### src/sv/xenc_pkg.sv
// Types and encoding constants for the x86-64 instruction byte encoder.
package xenc_pkg;

  localparam int unsigned MaxBytes = 10;
  localparam int unsigned LenW     = 4;

  typedef enum logic [3:0] {
    FN_RET     = 4'd0,
    FN_MOVABS  = 4'd1,
    FN_MOV_IMM = 4'd2,
    FN_MOV_REG = 4'd3,
    FN_INC     = 4'd4,
    FN_DEC     = 4'd5,
    FN_ADDB    = 4'd6,
    FN_SUBB    = 4'd7,
    FN_ADD     = 4'd8,
    FN_SUB     = 4'd9,
    FN_PUSH    = 4'd10,
    FN_POP     = 4'd11,
    FN_CMPB    = 4'd12,
    FN_JNZ     = 4'd13,
    FN_JZ      = 4'd14,
    FN_CALL    = 4'd15
  } func_e;

  // Prefixes
  localparam logic [7:0] REX_W  = 8'h48;
  localparam logic [7:0] REX_WB = 8'h49;
  localparam logic [7:0] REX_B  = 8'h41;

  // Opcodes
  localparam logic [7:0] OP_RET     = 8'hC3;
  localparam logic [7:0] OP_MOVABS  = 8'hB8;
  localparam logic [7:0] OP_MOV_IMM = 8'hC7;
  localparam logic [7:0] OP_MOV_RR  = 8'h89;
  localparam logic [7:0] OP_GRP5    = 8'hFF;
  localparam logic [7:0] OP_GRP1_B  = 8'h80;
  localparam logic [7:0] OP_GRP1    = 8'h81;
  localparam logic [7:0] OP_ADD_RAX = 8'h05;
  localparam logic [7:0] OP_SUB_RAX = 8'h2D;
  localparam logic [7:0] OP_ESC     = 8'h0F;
  localparam logic [7:0] OP_JNZ     = 8'h85;
  localparam logic [7:0] OP_JZ      = 8'h84;
  localparam logic [7:0] OP_PUSH    = 8'h50;
  localparam logic [7:0] OP_POP     = 8'h58;

  // ModRM bases, low three bits free for the register
  localparam logic [7:0] MR_REG_0 = 8'hC0;
  localparam logic [7:0] MR_REG_1 = 8'hC8;
  localparam logic [7:0] MR_REG_2 = 8'hD0;
  localparam logic [7:0] MR_REG_5 = 8'hE8;
  localparam logic [7:0] MR_MEM_0 = 8'h40;
  localparam logic [7:0] MR_MEM_5 = 8'h68;
  localparam logic [7:0] MR_MEM_7 = 8'h78;

  typedef logic [MaxBytes-1:0][7:0] byte_vec_t;

  // One instruction, bytes packed from index 0 in emission order
  typedef struct packed {
    byte_vec_t       bytes;
    logic [LenW-1:0] len;
  } desc_t;

endpackage

### src/sv/xenc_front.sv
// Front end: classify a request and pack its instruction bytes.
module xenc_front (
  input  logic [3:0]     func_i,
  input  logic [3:0]     target_reg_i,
  input  logic [3:0]     source_reg_i,
  input  logic [63:0]    immediate_i,
  output xenc_pkg::desc_t desc_o
);

  xenc_pkg::byte_vec_t     body;
  logic [xenc_pkg::LenW-1:0] body_len;
  logic                    add_rex_b;
  logic [7:0]              rex_w;
  logic [7:0]              lo;
  logic [7:0]              src_lo;

  always_comb begin
    rex_w     = target_reg_i[3] ? xenc_pkg::REX_WB : xenc_pkg::REX_W;
    lo        = {5'd0, target_reg_i[2:0]};
    src_lo    = {2'd0, source_reg_i[2:0], 3'd0};
    body      = '0;
    body_len  = 4'd1;
    add_rex_b = 1'b0;
    unique case (xenc_pkg::func_e'(func_i))
      xenc_pkg::FN_RET: begin
        body[0]  = xenc_pkg::OP_RET;
        body_len = 4'd1;
      end
      xenc_pkg::FN_MOVABS: begin
        body[0]   = rex_w;
        body[1]   = xenc_pkg::OP_MOVABS + lo;
        body[9:2] = immediate_i;
        body_len  = 4'd10;
      end
      xenc_pkg::FN_MOV_IMM: begin
        body[0]   = rex_w;
        body[1]   = xenc_pkg::OP_MOV_IMM;
        body[2]   = xenc_pkg::MR_REG_0 + lo;
        body[6:3] = immediate_i[31:0];
        body_len  = 4'd7;
      end
      xenc_pkg::FN_MOV_REG: begin
        body[0]  = xenc_pkg::REX_W | {5'd0, source_reg_i[3], 1'b0, target_reg_i[3]};
        body[1]  = xenc_pkg::OP_MOV_RR;
        body[2]  = xenc_pkg::MR_REG_0 | src_lo | lo;
        body_len = 4'd3;
      end
      xenc_pkg::FN_INC, xenc_pkg::FN_DEC: begin
        body[0]  = rex_w;
        body[1]  = xenc_pkg::OP_GRP5;
        body[2]  = ((func_i == xenc_pkg::FN_INC) ? xenc_pkg::MR_REG_0
                                                  : xenc_pkg::MR_REG_1) + lo;
        body_len = 4'd3;
      end
      xenc_pkg::FN_ADDB, xenc_pkg::FN_SUBB, xenc_pkg::FN_CMPB: begin
        add_rex_b = target_reg_i[3];
        body[0]   = xenc_pkg::OP_GRP1_B;
        priority case (xenc_pkg::func_e'(func_i))
          xenc_pkg::FN_ADDB: body[1] = xenc_pkg::MR_MEM_0 + lo;
          xenc_pkg::FN_SUBB: body[1] = xenc_pkg::MR_MEM_5 + lo;
          default:           body[1] = xenc_pkg::MR_MEM_7 + lo;
        endcase
        body[2]   = 8'h00;
        body[3]   = immediate_i[7:0];
        body_len  = 4'd4;
      end
      xenc_pkg::FN_ADD, xenc_pkg::FN_SUB: begin
        if (target_reg_i == 4'd0) begin
          // short accumulator form
          body[0]   = xenc_pkg::REX_W;
          body[1]   = (func_i == xenc_pkg::FN_ADD) ? xenc_pkg::OP_ADD_RAX
                                                    : xenc_pkg::OP_SUB_RAX;
          body[5:2] = immediate_i[31:0];
          body_len  = 4'd6;
        end else begin
          body[0]   = rex_w;
          body[1]   = xenc_pkg::OP_GRP1;
          body[2]   = ((func_i == xenc_pkg::FN_ADD) ? xenc_pkg::MR_REG_0
                                                     : xenc_pkg::MR_REG_5) + lo;
          body[6:3] = immediate_i[31:0];
          body_len  = 4'd7;
        end
      end
      xenc_pkg::FN_PUSH, xenc_pkg::FN_POP: begin
        add_rex_b = target_reg_i[3];
        body[0]   = ((func_i == xenc_pkg::FN_PUSH) ? xenc_pkg::OP_PUSH
                                                    : xenc_pkg::OP_POP) + lo;
        body_len  = 4'd1;
      end
      xenc_pkg::FN_JNZ, xenc_pkg::FN_JZ: begin
        body[0]   = xenc_pkg::OP_ESC;
        body[1]   = (func_i == xenc_pkg::FN_JNZ) ? xenc_pkg::OP_JNZ : xenc_pkg::OP_JZ;
        body[5:2] = immediate_i[31:0];
        body_len  = 4'd6;
      end
      xenc_pkg::FN_CALL: begin
        add_rex_b = target_reg_i[3];
        body[0]   = xenc_pkg::OP_GRP5;
        body[1]   = xenc_pkg::MR_REG_2 + lo;
        body_len  = 4'd2;
      end
    endcase

    // prepend REX.B for the short forms on r8-r15
    if (add_rex_b) begin
      desc_o.bytes = {body[xenc_pkg::MaxBytes-2:0], xenc_pkg::REX_B};
      desc_o.len   = body_len + 4'd1;
    end else begin
      desc_o.bytes = body;
      desc_o.len   = body_len;
    end
  end

endmodule

### src/sv/xenc_fifo.sv
// Short descriptor queue between the front end and the byte emitter.
module xenc_fifo #(
  parameter int unsigned Depth = 2
) (
  input  logic            clk_i,
  input  logic            rst_ni,
  input  logic            push_i,
  input  xenc_pkg::desc_t wdata_i,
  output logic            full_o,
  input  logic            pop_i,
  output xenc_pkg::desc_t rdata_o,
  output logic            empty_o
);

  localparam int unsigned AddrW = (Depth > 1) ? $clog2(Depth) : 1;
  localparam int unsigned CntW  = $clog2(Depth + 1);
  localparam logic [AddrW-1:0] LastAddr = AddrW'(Depth - 1);
  localparam logic [CntW-1:0]  FullCnt  = CntW'(Depth);

  xenc_pkg::desc_t     mem_q [Depth];
  logic [AddrW-1:0]    wr_ptr_q, wr_ptr_d;
  logic [AddrW-1:0]    rd_ptr_q, rd_ptr_d;
  logic [CntW-1:0]     count_q, count_d;
  logic                do_push, do_pop;

  assign full_o  = (count_q == FullCnt);
  assign empty_o = (count_q == '0);
  assign rdata_o = mem_q[rd_ptr_q];
  assign do_push = push_i && !full_o;
  assign do_pop  = pop_i && !empty_o;

  always_comb begin
    wr_ptr_d = wr_ptr_q;
    rd_ptr_d = rd_ptr_q;
    count_d  = count_q;
    if (do_push) begin
      wr_ptr_d = (wr_ptr_q == LastAddr) ? '0 : wr_ptr_q + 1'b1;
    end
    if (do_pop) begin
      rd_ptr_d = (rd_ptr_q == LastAddr) ? '0 : rd_ptr_q + 1'b1;
    end
    if (do_push && !do_pop) begin
      count_d = count_q + 1'b1;
    end else if (do_pop && !do_push) begin
      count_d = count_q - 1'b1;
    end
  end

  always_ff @(posedge clk_i or negedge rst_ni) begin
    if (!rst_ni) begin
      wr_ptr_q <= '0;
      rd_ptr_q <= '0;
      count_q  <= '0;
    end else begin
      wr_ptr_q <= wr_ptr_d;
      rd_ptr_q <= rd_ptr_d;
      count_q  <= count_d;
    end
  end

  always_ff @(posedge clk_i) begin
    if (do_push) begin
      mem_q[wr_ptr_q] <= wdata_i;
    end
  end

endmodule

### src/sv/xenc_back.sv
// Back end: shift one byte per cycle into the result register unless it stalls.
module xenc_back (
  input  logic            clk_i,
  input  logic            rst_ni,
  input  xenc_pkg::desc_t desc_i,
  input  logic            desc_empty_i,
  output logic            desc_pop_o,
  output logic [7:0]      code_byte_o,
  output logic            last_byte_o,
  output logic            empty_o,
  input  logic            pop_i
);

  xenc_pkg::byte_vec_t       shift_q, shift_d;
  logic [xenc_pkg::LenW-1:0] rem_q, rem_d;
  logic                      busy_q, busy_d;
  logic                      out_valid_q, out_valid_d;
  logic [7:0]                out_byte_q, out_byte_d;
  logic                      out_last_q, out_last_d;
  logic                      out_free, take;

  assign out_free   = !out_valid_q || pop_i;
  assign take       = out_free && !busy_q && !desc_empty_i;
  assign desc_pop_o = take;

  always_comb begin
    shift_d     = shift_q;
    rem_d       = rem_q;
    busy_d      = busy_q;
    out_valid_d = out_valid_q;
    out_byte_d  = out_byte_q;
    out_last_d  = out_last_q;
    if (out_free && busy_q) begin
      // advance within the current instruction
      out_valid_d = 1'b1;
      out_byte_d  = shift_q[0];
      out_last_d  = (rem_q == 4'd1);
      shift_d     = shift_q >> 8;
      rem_d       = rem_q - 4'd1;
      busy_d      = (rem_q != 4'd1);
    end else if (take) begin
      out_valid_d = 1'b1;
      out_byte_d  = desc_i.bytes[0];
      out_last_d  = (desc_i.len == 4'd1);
      shift_d     = desc_i.bytes >> 8;
      rem_d       = desc_i.len - 4'd1;
      busy_d      = (desc_i.len != 4'd1);
    end else if (pop_i) begin
      out_valid_d = 1'b0;
    end
  end

  always_ff @(posedge clk_i or negedge rst_ni) begin
    if (!rst_ni) begin
      busy_q      <= 1'b0;
      rem_q       <= '0;
      out_valid_q <= 1'b0;
    end else begin
      busy_q      <= busy_d;
      rem_q       <= rem_d;
      out_valid_q <= out_valid_d;
    end
  end

  always_ff @(posedge clk_i) begin
    shift_q    <= shift_d;
    out_byte_q <= out_byte_d;
    out_last_q <= out_last_d;
  end

  assign code_byte_o = out_byte_q;
  assign last_byte_o = out_last_q;
  assign empty_o     = !out_valid_q;

endmodule

### src/sv/x86_64_instruction_byte_encoder_unit.sv
// Top level of the x86-64 instruction byte encoder.
//
//  channel   direction  handshake       payload
//  request   in         push_i/full_o   func_i, target_reg_i, source_reg_i, immediate_i
//  bytes     out        pop_i/empty_o   code_byte_o, last_byte_o
//
// An instruction of N bytes (1 to 10) leaves at one byte per cycle while the
// output is not stalled, set by the single byte shifter in the back end.
// On an idle encoder a request is written into the descriptor queue, then its first byte into the output register.
// Requests keep entering the descriptor queue, until it fills, while bytes stall on the output.
// Reset empties the queue and the output register and idles the back-end shifter.
module x86_64_instruction_byte_encoder_unit #(
  parameter int unsigned QueueDepth = 2
) (
  input  logic        clk_i,
  input  logic        rst_ni,
  input  logic        push_i,
  output logic        full_o,
  input  logic [3:0]  func_i,
  input  logic [3:0]  target_reg_i,
  input  logic [3:0]  source_reg_i,
  input  logic [63:0] immediate_i,
  output logic        empty_o,
  input  logic        pop_i,
  output logic [7:0]  code_byte_o,
  output logic        last_byte_o
);

  xenc_pkg::desc_t front_desc, queue_desc;
  logic            queue_empty, queue_pop;

  xenc_front u_front (
    .func_i       (func_i),
    .target_reg_i (target_reg_i),
    .source_reg_i (source_reg_i),
    .immediate_i  (immediate_i),
    .desc_o       (front_desc)
  );

  xenc_fifo #(
    .Depth (QueueDepth)
  ) u_fifo (
    .clk_i   (clk_i),
    .rst_ni  (rst_ni),
    .push_i  (push_i),
    .wdata_i (front_desc),
    .full_o  (full_o),
    .pop_i   (queue_pop),
    .rdata_o (queue_desc),
    .empty_o (queue_empty)
  );

  xenc_back u_back (
    .clk_i        (clk_i),
    .rst_ni       (rst_ni),
    .desc_i       (queue_desc),
    .desc_empty_i (queue_empty),
    .desc_pop_o   (queue_pop),
    .code_byte_o  (code_byte_o),
    .last_byte_o  (last_byte_o),
    .empty_o      (empty_o),
    .pop_i        (pop_i)
  );

endmodule

### config.mk
export PLATFORM = sky130hd
export DESIGN_NAME = x86_64_instruction_byte_encoder_unit
export DESIGN_NICKNAME = d
export VERILOG_FILES = /design/src/sv/xenc_pkg.sv /design/src/sv/xenc_front.sv /design/src/sv/xenc_fifo.sv /design/src/sv/xenc_back.sv /design/src/sv/x86_64_instruction_byte_encoder_unit.sv
export SDC_FILE = /design/constraint.sdc
export NUM_CORES = 1
export LEC_CHECK = 0
export BUFFER_PORTS_ARGS = -buffer_cell sky130_fd_sc_hd__buf_4
export CAP_MARGIN = 5
export CORE_MARGIN = 5
export CORE_UTILIZATION = 60
export DETAILED_ROUTE_END_ITERATION = 16
export PLACE_DENSITY = 0.8
export SYNTH_ARGS = -nofsm -noshare
export SYNTH_HDL_FRONTEND = slang
export SYNTH_HIERARCHICAL = 1
export SYNTH_SLANG_ARGS = --single-unit
export TNS_END_PERCENT = 1
### constraint.sdc
create_clock -name clk_i -period 9.9 [get_ports clk_i]
set_clock_uncertainty 0.15 [all_clocks]
set_input_delay 0.99 -clock clk_i [delete_from_list [all_inputs] [get_ports clk_i]]
set_output_delay 0.99 -clock clk_i [all_outputs]
set_load 0.03 [all_outputs]
== After elaboration in Yosys (flattened, before gate mapping) ==
Memory sizes are Yosys's and may differ from the RTL's.
Index checks and enable logic that the tools add are counted.

* Register bits: 91
* Memory bits (writable): 168
* Input port bits: 80
* Output and inout bits: 11
* Word-level logic and storage cells: 125
* Memories: 1

* $add $sub $neg: 16
* Equality and inequality tests: 20
* Mux-type cells: 39
* Bitwise logic cells: 1
* Reductions and logical operators: 31

{| class="wikitable"
|+ Memory list
! memory !! words !! bits a word !! read ports !! clocked after Yosys merged registers in !! write ports !! RTL line !! RTL
|-
| u_fifo.mem_q || 2 || 84 || 1 || 0 || 1 || xenc_fifo.sv:20 || <nowiki>xenc_pkg::desc_t mem_q [Depth];</nowiki>
|}

{| class="wikitable"
|+ Operators with widths
! cell !! count
|-
| $pmux 8 s8 || 2
|-
| $mux 84 || 1
|-
| $mux 72 || 1
|-
| $mux 64 || 1
|-
| $mux 48 || 1
|-
| $pmux 16 s3 || 1
|-
| $pmux 8 s3 || 2
|-
| $pmux 8 s5 || 1
|-
| $eq 4x4->1 const B || 8
|-
| $pmux 4 s8 || 1
|-
| $add 7x3->8 const A || 3
|-
| $add 8x3->8 || 3
|-
| $mux 24 || 1
|-
| $mux 8 || 3
|-
| $add 7x4->8 const A || 2
|-
| $eq 4x3->1 const B || 4
|-
| $mux 4 || 4
|-
| $pmux 8 s2 || 1
|-
| $mux 1 || 15
|-
| $eq 4x1->1 const B || 3
|-
| $mux 6 || 2
|-
| $reduce_or 3->1 || 4
|-
| $add 8x3->8 const A || 1
|-
| $eq 4x2->1 const B || 2
|-
| other kinds (19) || 40
|}

== Depth between registers and ports, before layout ==
Gate-level depths: netlist of run 1.

* Word-level depth: 8
* Gate-level depth with buffers: 11
* Mapped depth without buffers: 8

== By module ==
The synthesis of run 1 kept the hierarchy.

{| class="wikitable"
|+ Modules (own cells, without submodules)
! module !! times used !! cells each !! area each (µm²) !! seq. area each (µm²)
|-
| xenc_fifo || 1 || 280 || 6,266.0 || 5,144.9
|-
| xenc_back || 1 || 223 || 4,182.8 || 2,582.5
|-
| xenc_front || 1 || 292 || 1,809.2 || 0.0
|}

== Worst setup path before layout of run 1 ==
No wires, ideal clock.

* Kind: input -> register
* Start point: input port push_i
* End point: memory u_fifo/mem_q[0][0] (netlist name) (enable)
* Library setup time: 0.527 ns
* Arrival: 4.581 ns
* Required time: 9.223 ns
* Setup slack: 4.643 ns
* Cell stages on the path: 2
* Buffers on the path: 0
* Path through: nand2_1 -> nor2_1

* Cells in the longest elaborated chain, start to end: 3

{| class="wikitable"
|+ RTL lines
! item !! RTL line !! RTL
|-
| start: declaration || x86_64_instruction_byte_encoder_unit.sv:17 || <nowiki>input logic push_i,</nowiki>
|-
| $logic_and 1x1->1 || xenc_fifo.sv:29 || <nowiki>assign do_push = push_i && !full_o;</nowiki>
|-
| $mux 1 || xenc_fifo.sv:62 || <nowiki>if (do_push) begin</nowiki>
|-
| $mux 1 (implied by the code) || xenc_fifo.sv:63 || <nowiki>mem_q[wr_ptr_q] <= wdata_i;</nowiki>
|-
| end: declaration || xenc_fifo.sv:20 ||
|}

Every way passes these cells.

==> results of run 1 <==
## Yosys cell counts (5+ instances only)
cell / number
buf_6: 8
nor2b_1: 7
mux2_2: 37
a211oi_1: 6
edfxtp_1: 249
buf_2: 6
dfrtp_1: 10
and2_1: 40
mux2_1: 50
nand3_1: 10
buf_12: 8
clkbuf_1: 24
a21oi_1: 28
nor3_1: 8
mux2_4: 70
ha_1: 6
a221o_1: 11
inv_1: 13
nand2_1: 24
nand2b_1: 13
nor2_1: 23
and3_1: 6
a31oi_1: 5
a22o_1: 17
o21ai_0: 40
o211ai_1: 5
## through the flow
step	hold WS [ns]	setup slack, ns	cells	power (uW)	utilization [%]
floorplan	0.311	4.64	795	2440	-
global placement	0.346	6.26	1109	2580	64.2
detailed placement	0.374	6.17	1109	2630	64.2
CTS	0.122	6.71	1156	3590	68.3
global route	0.127	6.55	1156	3720	68.3
finish	0.135	6.65	1156	3560	68.3
## state kept, by name (all words and copies together), names as in the netlist
register	flops
u_back/code_byte_o	8
u_fifo/count_q	2
u_back/rem_q	4
u_fifo/rd_ptr_q	1
u_back/busy_q	1
u_fifo/wr_ptr_q	1
u_back/out_valid_q	1
u_back/last_byte_o	1
u_fifo/mem_q	168
u_back/shift_q	72
## worst max path at each step
stage / start / end / slack (ns) / cells after the start
final: target_reg_i[3] / u_fifo/mem_q[0][36]$_DFFE_PP_ / 6.65 / 5
after global routing: target_reg_i[3] / u_fifo/mem_q[1][36]$_DFFE_PP_ / 6.55 / 5
after CTS: target_reg_i[3] / u_fifo/mem_q[0][36]$_DFFE_PP_ / 6.71 / 5
after detailed placement: target_reg_i[3] / u_fifo/mem_q[0][36]$_DFFE_PP_ / 6.17 / 5
after global placement: target_reg_i[3] / u_fifo/mem_q[0][24]$_DFFE_PP_ / 6.26 / 5
after floorplan: push_i / u_fifo/mem_q[0][0]$_DFFE_PP_ / 4.64 / 2
## area by class of cell
cell class	instances	area share, %
Clock buffer	30	4.98
Sequential cell	259	56.1
Tap cell	270	2.45
Clock inverter	17	1.11
Multi-Input combinational cell	471	29.8
Timing Repair Buffer	96	5.23
Inverter	13	0.354
## power groups by stage
stage	Clock [uW]	Combinational [uW]	Sequential (uW)
final	956	919	1690
after global placement	0	886	1690
after CTS	972	929	1690
after global routing	1020	983	1720
after floorplan	0	741	1700
after detailed placement	0	921	1710
## layer usage
metal | part of all wire, % | GRT usage (%) | vias up
li1 | - | - | 3216
met5 | 0 | 0 | -
met1 | 40 | 27.8 | 3516
met2 | 51 | 36.7 | 232
met3 | 5.2 | 2.69 | 67
met4 | 3.7 | 7.47 | 0
## kinds of logic (layout without fill, tap and decap cells)
family,Yosys count,in the layout,share of synthesized area (%)
muxes,161,161,16.9
and+or+nand+nor,145,145,6.62
xor gates and xnor gates,8,8,0.572
DFF,259,259,63.0
AOI/OAI and AO/OA,151,151,8.58
adders and majority gates,6,6,0.612
buffers and inverters,65,156,3.67
==> flow_metrics.env, run 1 <==
export IMPL_gp_congestion=0.851
export IMPL_grt_pass1_vias=7217
export IMPL_status="finished clean"
export IMPL_cp_buffers_inverters=1
export IMPL_start_util_pct=60.8
export IMPL_nFillCells=1380
export IMPL_cts_tree="done"
export IMPL_numCtsBuffers=26
export IMPL_synth_flop_cell="edfxtp_1"
export IMPL_pwr_share_comb_pct=25.8
export IMPL_netSwitchingFraction_pct=26.7
export IMPL_antenna_left=0
export IMPL_timing_fmax_ghz=0.308
export IMPL_reg2reg_depth=5
export IMPL_tightest_slew_ns=1.04
export IMPL_synth_edf_count=249
export IMPL_hold_violations=0
export IMPL_ys_top_cells_by_area="edfxtp_1, mux2_4, mux2_1, mux2_2, and2_1"
export IMPL_period_needed_ns=3.25
export IMPL_syn_cell_area_um2=12300
export IMPL_wl_um=25500
export IMPL_drt_initial_drc_count=572
export IMPL_r2r_end="u_back/rem_q[3]$_DFFE_PN0P_"
export IMPL_die_area_um2=23400
export IMPL_powerDensity_nw_per_um2=259
export IMPL_p_sw_uw=954
export IMPL_register_area_um2=7730
export IMPL_finalNetCount=953
export IMPL_critical_path_top_delay_family="simple AND/OR/NAND/NOR gates"
export IMPL_min_path_type="input port to asynchronous set/reset pin"
export IMPL_relSlewSlack_pct=30.7
export IMPL_rsz0062_at_grt="no"
export IMPL_r2r_start="u_fifo/rd_ptr_q$_DFFE_PN0P_"
export IMPL_final_common_cell="edfxtp_1"
export IMPL_dieHeight_um=153
export IMPL_first_pass_iters=7
export IMPL_cts_hold_buf=0
export IMPL_ctsLongestPathBuffers=3
export IMPL_synth_seq_cells=259
export IMPL_coreArea_um2=20200
export IMPL_drv_cap=0
export IMPL_endpoint_kind="register"
export IMPL_critPathSlowestCell="or2_1"
export IMPL_final_area_um2=13800
export IMPL_antenna_found_initial=0
export IMPL_postCtsSetupBuffers=0
export IMPL_synth_largest_area_cell="edfxtp_1"
export IMPL_ctsResizeCount=0
export IMPL_final_setup_viol_count=0
export IMPL_drc_errors=0
export IMPL_synth_distinct_cells=64
export IMPL_die_w_um=153
export IMPL_grt_pass1_wl_um=39700
export IMPL_p_int_uw=2610
export IMPL_multiInputGateArea_um2=4110
export IMPL_placed_cell_area_um2=12900
export IMPL_clock_sinks=259
export IMPL_critPathRequiredTime_ns=10.12
export IMPL_critPathKind="input port to register"
export IMPL_arrival_ns=3.47
export IMPL_leakagePower_uw=0.00516
export IMPL_core_rowCount=52
export IMPL_grt_max_degree=83
export IMPL_postSynthCellCount=795
export IMPL_io_pins=91
export IMPL_grt_total_usage_pct=21.2
export IMPL_vias=7031
export IMPL_asyncSetResetFlopFracSynth_pct=3.86
export IMPL_avgSynthCellArea_um2=15.4
export IMPL_wire_per_inst_um=22.0
export IMPL_seq_area_frac_synth_pct=63.0
export IMPL_clkPwrFrac_pct=26.8
export IMPL_root_buffer="clkbuf_16"
export IMPL_critical_path_cell_chain="buf_4 > or4_4 > o32ai_2 > or2_1 > a221o_1"
export IMPL_crit_path_max_fanout=28
export IMPL_finalCritPeriodShare_pct=32.8
export IMPL_peakVddDrop_mv=0.184
export IMPL_worstSetupStartpointType="input port"
export IMPL_worst_r2r_setup_slack_ns=7.06
export IMPL_clk_latency_ns=0.52
export IMPL_cp_slowest_stage_delay_ns=0.71
export IMPL_htreeDepth=1
export IMPL_via_per_inst=6.08
export IMPL_synthesis_nets=881
export IMPL_syn_to_final_growth_pct=12.4
export IMPL_setup_tns_final_ns=0
export IMPL_seqPwrFrac_pct=47.4
export IMPL_clkTransAtPathRegs_ns=0.06
export IMPL_io_buffers=90
export IMPL_gr_total_overflow=0
export IMPL_dpl_hpwl_um=16000
export IMPL_antenna_cells=0
export IMPL_synth_top_cell_area_share_pct=61.0
export IMPL_ys_warn_count=6
export IMPL_drive_gt1_share_pct=28.8
export IMPL_layout_common_cells="edfxtp_1, buf_4, mux2_4, mux2_1"
export IMPL_maxSlewViolCount=0
Power figures use the tool's default switching activity.
==> inputs of run 2 (changes only) <==
- clock period: 9.9 -> 3.3 ns (I/O delays scaled with it)
==> flow_metrics.env, run 2 (synthesized netlist as in run 1, its figures left out) <==
export IMPL_clk_latency_ns=0.51
export IMPL_first_pass_iters=5
export IMPL_worst_r2r_setup_slack_ns=0.91
export IMPL_critical_path_cell_chain="buf_4 > xor2_1 > o32ai_2 > buf_4 > or2_1 > buf_4 > a22o_1 > dlygate4sd3_1"
export IMPL_dieHeight_um=153
export IMPL_holdWs_ns=0.0149
export IMPL_leakagePower_uw=0.00542
export IMPL_status="finished clean"
export IMPL_multiInputGateArea_um2=4110
export IMPL_critPathKind="input port to register"
export IMPL_die_area_um2=23400
export IMPL_crit_path_frequent_cell="buf_4"
export IMPL_htreeDepth=1
export IMPL_io_buffers=90
export IMPL_final_area_um2=14300
export IMPL_core_rowCount=52
export IMPL_antenna_found_initial=0
export IMPL_period_needed_ns=2.56
export IMPL_critPathSlowestCell="dlygate4sd3_1"
export IMPL_timing_fmax_ghz=0.390
export IMPL_grt_pass1_vias=7447
export IMPL_reg2reg_depth=3
export IMPL_vias=7202
export IMPL_p_total_uw=10900
export IMPL_antenna_cells=0
export IMPL_layout_common_cells="edfxtp_1, buf_4, mux2_4, mux2_1"
export IMPL_cp_slowest_stage_delay_ns=0.59
export IMPL_p_sw_uw=2930
export IMPL_wl_um=26700
export IMPL_maxSlewViolCount=0
export IMPL_clock_sinks=259
export IMPL_wire_per_inst_um=22.1
export IMPL_largest_reg_flops=168
export IMPL_drt_initial_drc_count=562
export IMPL_grt_pass1_wl_um=41500
export IMPL_register_area_um2=7730
export IMPL_die_w_um=153
export IMPL_min_path_type="input port to register"
export IMPL_tightest_slew_ns=0.975
export IMPL_hold_start="immediate_i[1]"
export IMPL_seqPwrFrac_pct=46.9
export IMPL_pwr_share_comb_pct=26.7
export IMPL_grt_max_degree=83
export IMPL_nFillCells=1291
export IMPL_placed_cell_area_um2=13100
export IMPL_gr_total_overflow=0
export IMPL_coreArea_um2=20200
export IMPL_min_path_cells=2
export IMPL_cts_tree="done"
export IMPL_relSlewSlack_pct=34.6
export IMPL_dpl_hpwl_um=16900
export IMPL_start_util_pct=60.8
export IMPL_syn_to_final_growth_pct=17.0
export IMPL_antenna_left=0
export IMPL_root_buffer="clkbuf_16"
export IMPL_finalCritPeriodShare_pct=77.7
export IMPL_ctsResizeCount=0
export IMPL_largest_register="u_fifo/mem_q"
export IMPL_via_per_inst=5.96
export IMPL_final_setup_viol_count=0
export IMPL_drv_cap=0
export IMPL_worstSetupStartpointType="input port"
export IMPL_p_int_uw=7960
export IMPL_hold_violations=0
export IMPL_drc_errors=0
export IMPL_final_common_cell="edfxtp_1"
export IMPL_hold_end="u_fifo/mem_q[1][21]$_DFFE_PP_"
export IMPL_clkPwrFrac_pct=26.4
export IMPL_r2r_start="u_back/out_valid_q$_DFFE_PN0P_"
export IMPL_crit_path_max_fanout=48
export IMPL_ctsLongestPathBuffers=3
export IMPL_gp_congestion=0.906
export IMPL_r2r_end="u_back/shift_q[54]$_DFFE_PP_"
export IMPL_io_pins=91
export IMPL_grt_total_usage_pct=22.3
export IMPL_arrival_ns=2.66
export IMPL_clkTransAtPathRegs_ns=0.06
export IMPL_finalNetCount=1004
export IMPL_numCtsBuffers=26
export IMPL_netSwitchingFraction_pct=26.9
export IMPL_critPathRequiredTime_ns=3.40
export IMPL_powerDensity_nw_per_um2=759
export IMPL_drive_gt1_share_pct=28.6
export IMPL_endpoint_kind="register"
export IMPL_peakVddDrop_mv=0.751
export IMPL_rsz0062_at_grt="no"
-- run 2: changes by cell type in the layout (fill, tap and decap cells not counted) --
cell and change:
clkinv_2 +2, buf_12 +6, buf_4 +6, dlygate4sd3_1 +39, clkbuf_1 +1, clkinvlp_4 -1, clkinv_1 -1
-- run 2: cell type report --
type,count,share of cell area [%]
timing repair buffer,147,8.90
clock buffer,31,4.82
inverter,13,0.340
clock inverter,17,1.06
tap,270,2.36
multi-input combinational,471,28.6
sequential,259,53.9
-- run 2: per-layer routing --
metal | vias up | GRT usage, % | routed length, um
met4 | 0 | 5.09 | 557
met5 | - | 0 | 0
met3 | 40 | 3.05 | 1240
met2 | 244 | 40.2 | 14000
met1 | 3604 | 28.9 | 11000
li1 | 3314 | - | -
-- run 2: per-stage QoR --
stage	utilization, %	setup WS (ns)	cells	setup TNS (ns)
floorplan	-	-0.0417	795	-3.40
global placement	65.0	0.720	1121	0
detailed placement	65.0	0.646	1121	0
CTS	71.1	0.832	1208	0
global route	71.1	0.643	1208	0
finish	71.1	0.736	1208	0
-- run 2: worst max-delay path: cells and delay by family --
family          cells  cell delay, ns
buf+inv             4            1.36
simple gates        1            0.21
compound gates      2            0.34
xor+xnor            1            0.39
-- run 2: worst max-delay path by stage --
stage / start / end / slack, ns / depth (start not counted)
after floorplan: u_fifo/count_q[0]$_DFFE_PN0P_ / u_back/code_byte_o[0]$_DFFE_PP_ / -0.04 / 3
after global placement: func_i[3] / u_fifo/mem_q[0][24]$_DFFE_PP_ / 0.72 / 7
after detailed placement: func_i[3] / u_fifo/mem_q[0][24]$_DFFE_PP_ / 0.65 / 7
after CTS: func_i[3] / u_fifo/mem_q[0][45]$_DFFE_PP_ / 0.83 / 8
after global routing: func_i[3] / u_fifo/mem_q[0][45]$_DFFE_PP_ / 0.64 / 8
final: func_i[3] / u_fifo/mem_q[0][45]$_DFFE_PP_ / 0.74 / 8
-- run 2: timing repair --
| item | 4_1_cts | 5_1_grt |
|---|---|---|
| setup buffers | 0 | 0 |
| hold endpoints to repair | 78 | 0 |
| hold buffers | 39 | 0 |
-- run 2: power by group through the flow --
stage	logic (uW)	registers [uW]	clock network (uW)
6_report	2910	5100	2870
5_1_grt	3100	5170	3070
4_1_cts	2910	5100	2920
3_5_place_dp	2860	5160	0
3_3_place_gp	2750	5110	0
2_1_floorplan	2230	5060	0
